$ cat config.mk
export PLATFORM = sky130hd
export DESIGN_NAME = gru_mul
export DESIGN_NICKNAME = d
export VERILOG_FILES = /design/src/hw/rtl/gru_pkg.sv /design/src/hw/rtl/gru_mul.sv
export SDC_FILE = /design/constraint.sdc
export NUM_CORES = 2
export LEC_CHECK = 0
export BUFFER_PORTS_ARGS = -buffer_cell sky130_fd_sc_hd__buf_2
export CAP_MARGIN = 20
export CORE_ASPECT_RATIO = 0.6
export CORE_MARGIN = 4
export CORE_UTILIZATION = 40
export DETAILED_ROUTE_END_ITERATION = 6
export PLACE_DENSITY_LB_ADDON = 0.3
export SLEW_MARGIN = 20
export SYNTH_ARGS = -nofsm -noshare
export SYNTH_HDL_FRONTEND = slang
export SYNTH_SLANG_ARGS = --single-unit
$ cat constraint.sdc
create_clock -name clk -period 11.06 [get_ports clk]
set_input_delay 2.212 -clock clk [delete_from_list [all_inputs] [get_ports clk]]
set_output_delay 2.212 -clock clk [all_outputs]
set_load 0.03 [all_outputs]
$ cat src/hw/rtl/gru_pkg.sv
// ----------------------------------------------------------------------------
// gru_pkg: shared types and constants of the reaction update block
// Table geometry, field widths, action codes and sequencer states.
// ----------------------------------------------------------------------------
package gru_pkg;

	localparam int MaxReactions = 64;
	localparam int MaxSpecies   = 64;
	localparam int MaxProducts  = 5;

	localparam int RxnW   = $clog2(MaxReactions);
	localparam int SpecW  = 6;
	localparam int CountW = 31;
	localparam int RateW  = 32;
	localparam int PropW  = 63;
	localparam int LimbW  = 32;
	localparam int Limbs  = 6;
	localparam int AccW   = LimbW * Limbs;

	// reaction table entry layout
	localparam int TblW = 2 + 2 * SpecW + 3 + MaxProducts * SpecW + RateW;

	localparam logic [CountW-1:0] CountMax = '1;

	typedef enum logic [1:0] {
		ACT_SET_COUNT = 2'd0,
		ACT_WRITE_RXN = 2'd1,
		ACT_FIRE      = 2'd2,
		ACT_EMIT_ALL  = 2'd3
	} action_t;

	typedef enum logic [1:0] {
		CFG_REACTION_COUNT = 2'd0,
		CFG_SOURCE_FACTOR  = 2'd1,
		CFG_PAIR_FACTOR    = 2'd2
	} cfg_reg_t;

	typedef enum logic [3:0] {
		ST_IDLE,
		ST_FRD,
		ST_FLAT,
		ST_URD,
		ST_UWR,
		ST_SRD,
		ST_SCHK,
		ST_CRD0,
		ST_CRD1,
		ST_CLAT,
		ST_MUL,
		ST_MWAIT,
		ST_OUT,
		ST_FLUSH
	} gru_state_t;

	typedef struct packed {
		logic [1:0]               rc;
		logic [2*SpecW-1:0]       rs;
		logic [2:0]               pc;
		logic [MaxProducts*SpecW-1:0] ps;
		logic [RateW-1:0]         rate;
	} rxn_t;

endpackage

$ cat src/hw/rtl/gru_mul.sv
// ----------------------------------------------------------------------------
// gru_mul: limb-serial wide multiplier
// Multiplies a 192-bit operand by a 64-bit operand, result truncated to 192
// bits, one 32x32 partial product per cycle into a registered accumulator.
// ----------------------------------------------------------------------------
module gru_mul
	import gru_pkg::*;
(
	input  logic              clk,
	input  logic              arst_n,
	input  logic              start,
	input  logic [AccW-1:0]   a,
	input  logic [63:0]       v,
	output logic              done,
	output logic [AccW-1:0]   p
);

	logic [3:0]        k_q;
	logic              run_q;
	logic [63:0]       prod_s1;
	logic [2:0]        sh_s1;
	logic              pv_s1;
	logic              last_s1;
	logic              done_q;
	logic [AccW-1:0]   acc_q;

	logic              j_sel;
	logic [2:0]        i_sel;
	logic [3:0]        sh_sum;
	logic [LimbW-1:0]  a_limb;
	logic [LimbW-1:0]  v_limb;

	// limb selection for step k: v limb j = k/6, a limb i = k%6
	always_comb begin
		j_sel  = (k_q >= 4'd6);
		i_sel  = j_sel ? 3'(k_q - 4'd6) : k_q[2:0];
		sh_sum = {1'b0, i_sel} + {3'b0, j_sel};
		a_limb = a[LimbW*i_sel +: LimbW];
		v_limb = j_sel ? v[63:32] : v[31:0];
	end

	// issue control
	always_ff @(posedge clk or negedge arst_n) begin
		if (!arst_n) begin
			run_q   <= 1'b0;
			k_q     <= '0;
			pv_s1   <= 1'b0;
			last_s1 <= 1'b0;
			done_q  <= 1'b0;
		end else begin
			done_q  <= last_s1;
			last_s1 <= run_q && (k_q == 4'd11);
			pv_s1   <= run_q && (sh_sum < 4'd6);
			if (start) begin
				run_q <= 1'b1;
				k_q   <= '0;
			end else if (run_q) begin
				k_q <= k_q + 4'd1;
				if (k_q == 4'd11) begin
					run_q <= 1'b0;
				end
			end
		end
	end

	// partial product and accumulate
	always_ff @(posedge clk) begin
		prod_s1 <= a_limb * v_limb;
		sh_s1   <= sh_sum[2:0];
		if (start) begin
			acc_q <= '0;
		end else if (pv_s1) begin
			acc_q <= acc_q + (AccW'(prod_s1) << (LimbW * sh_s1));
		end
	end

	assign done = done_q;
	assign p    = acc_q;

endmodule

==> metrics <==
CTS tree=yes; final worst path period share=0.9551; setup repair after global routing missed its margin=false; post-synth net total=8677; Layout Cells excl Fill=9326; share of cells above drive strength 1=0.1221; Port Buf Inserts=451; GRT overflow=0; Most used DFF post-synth=dfxtp_1; Die X=495.3 µm; Die ar.=148800 µm²; worst hold path type=register to register; nets=9023; Slew HR=0.1164; most common cell after layout, fill and taps aside=nor2_1; failing checks=design-rule violations; synth warn=0; Placer Congestion=1.024; setup TNS=0 ps; placed instance count=9269; first-pass GRT wire length=384.0 mm; crit-path max cell delay=840 ps; Yosys reg bits=267; register cell area after layout=5394 µm²; Synth area leaders=fa_1 (32%), ha_1 (10%), dfxtp_1 (9.1%); final hold viol count=0; clk slew on worst S/H paths=80 ps; root buf cell=clkbuf_16; post-detailed-route count of antenna-violating nets=0; H-tree Lvls=1; Final Core Density=0.4514; antenna violations before repair=34; status=finished, violations left; router iterations before antenna repair=7; Syn Area/Cell=8.070 µm²; clock skew=22.79 ps; Routed WL=269.9 mm; Tot GR Track Use=0.3558; count of final max-slew check failures=0; Layout fillers=14.23k; Detail Placement HPWL=231.6 mm; Syn Std Cell Area=56990 µm²; Max Root-Sink Buffers=3; Initial Utilization=0.4057; max-cap violation count=0; top-level port count=452; cell family with most CP delay=adder cells; area grow syn2layout=11.25%; crit-path most repeated cell=fa_1; crit-path max FO=13; cts bufs inserted=26; Post-synth EDFFs=0; vias in the first global route=52.72k; largest net degree at the start of global routing=69; Synth top area share=0.3151; crit path DAT=11070 ps; post-synth top area cell=fa_1; area occupied by multi-input gates=46830 µm²; core area=140500 µm²; DR vias=54.63k; crit start category=register; clk_lat worst skew=630 ps; most frequent cells in the layout=nor2_1 (1038), inv_1 (931), fa_1 (897), nand2_1 (852), ha_1 (459); Netlist cell types=79; slowest cell on the critical path=inv_1; # setup viols final=0; cell count after synthesis=7062; Max Freq=94.67 MHz; worst path required time=11570 ps; critical setup path kind=register to register; initial DRC count=6655; post-route DRC violation count=4; routed wire length per instance=28.94 µm; Worst setup EP type=register; Tmin final=10560 ps; sequential fraction of the synthesis area=0.09450; height of the chip=300.4 µm; via/cell ratio=5.858; share of flip-flops with an asynchronous set or reset=0.02996; num rows=106; worst-margin pin slew=1317 ps; CP bufs+invs=8; number of clock sinks=267
## what timing repair did
action,4_1_cts,5_1_grt
gates resized for setup,0,1
setup endpoints to repair,0,1
setup buffers,0,0
hold buffers,0,0
## synth_stat cells (55+ instances only)
| library cell | instances |
|---|---|
| nand4_1 | 126 |
| o21bai_1 | 79 |
| o21a_1 | 72 |
| o21ai_1 | 60 |
| nor3_1 | 55 |
| ha_1 | 459 |
| fa_1 | 897 |
| inv_1 | 932 |
| nor2_1 | 1044 |
| nand2_1 | 854 |
| xor2_1 | 103 |
| a21oi_1 | 397 |
| a21o_1 | 122 |
| xnor2_1 | 145 |
| dfxtp_1 | 259 |
| clkbuf_1 | 366 |
| o21ai_0 | 257 |
| mux2i_1 | 192 |
## sequential cells by signal, summed over array words and instances, names as in the netlist
register / cells
k_q: 4
sh_s1: 3
prod_s1: 64
run_q: 1
p: 192
last_s1: 1
done: 1
pv_s1: 1
## worst register-to-register path, delay by kind of cell (launching register included)
kind / cells / cell delay [ps]
muxes: 1 / 490
buffers and inverters: 8 / 1580
adders and majority gates: 10 / 4640
AOI/OAI and AO/OA: 12 / 2850
and+or+nand+nor: 3 / 410
DFF: 1 / 500
## final cells by class
| type | count | share of cell area |
|---|---|---|
| multi-input combinational | 5465 | 0.7387 |
| sequential | 267 | 0.08508 |
| timing repair buffer | 715 | 0.06927 |
| inverter | 933 | 0.05524 |
| tap | 1890 | 0.03730 |
| clock buffer | 28 | 0.01105 |
| clock inverter | 20 | 0.003098 |
| antenna | 8 | 0.0003158 |
## metrics by stage
step,instance area (µm²),hold WS (ps),worst slack [ps]
6_report,63400,483.3,496.6
5_1_grt,63380,488.9,137.1
4_1_cts,63360,480.0,605.9
3_5_place_dp,62470,467.6,69.37
3_3_place_gp,62450,456.1,246.4
2_1_floorplan,56990,331.2,965.8
## cell families after synthesis
family          Yosys count  share of synthesized area
simple gates           2323                     0.1705
mux                     255                    0.05250
compound gates         1283                     0.1407
xor+xnor                248                    0.03811
fa+ha+maj              1356                     0.4159
buf+inv                1330                    0.08787
flops                   267                    0.09450
## per-layer routing
metal,routed length [µm],vias up,GRT usage
li1,-,23640,-
met1,128700,27530,0.5689
met2,96670,3127,0.4358
met3,38570,314,0.1447
met4,5589,24,0.05820
met5,357,-,0.01169
## path summary, 6_finish.rpt
kind / start / end / slack, ps / cells past startpoint
max in group asynchronous: arst_n / k_q[0]$_DFFE_PN0P_ / 9380 / 1
setup / recovery: k_q[1]$_DFFE_PN0P_ / prod_s1[55]$_DFF_P_ / 500 / 34
min in group asynchronous: arst_n / done$_DFF_PN0_ / 1440 / 1
setup reg to reg: k_q[1]$_DFFE_PN0P_ / prod_s1[55]$_DFF_P_ / 500 / 34
hold / removal: p[185]$_SDFFE_PP0P_ / p[185]$_SDFFE_PP0P_ / 480 / 2
hold reg to reg: p[185]$_SDFFE_PP0P_ / p[185]$_SDFFE_PP0P_ / 480 / 2
Power is left out: the tool's default activity adds up to more than one toggle a clock period on the data nets, which glitch-free logic cannot reach.
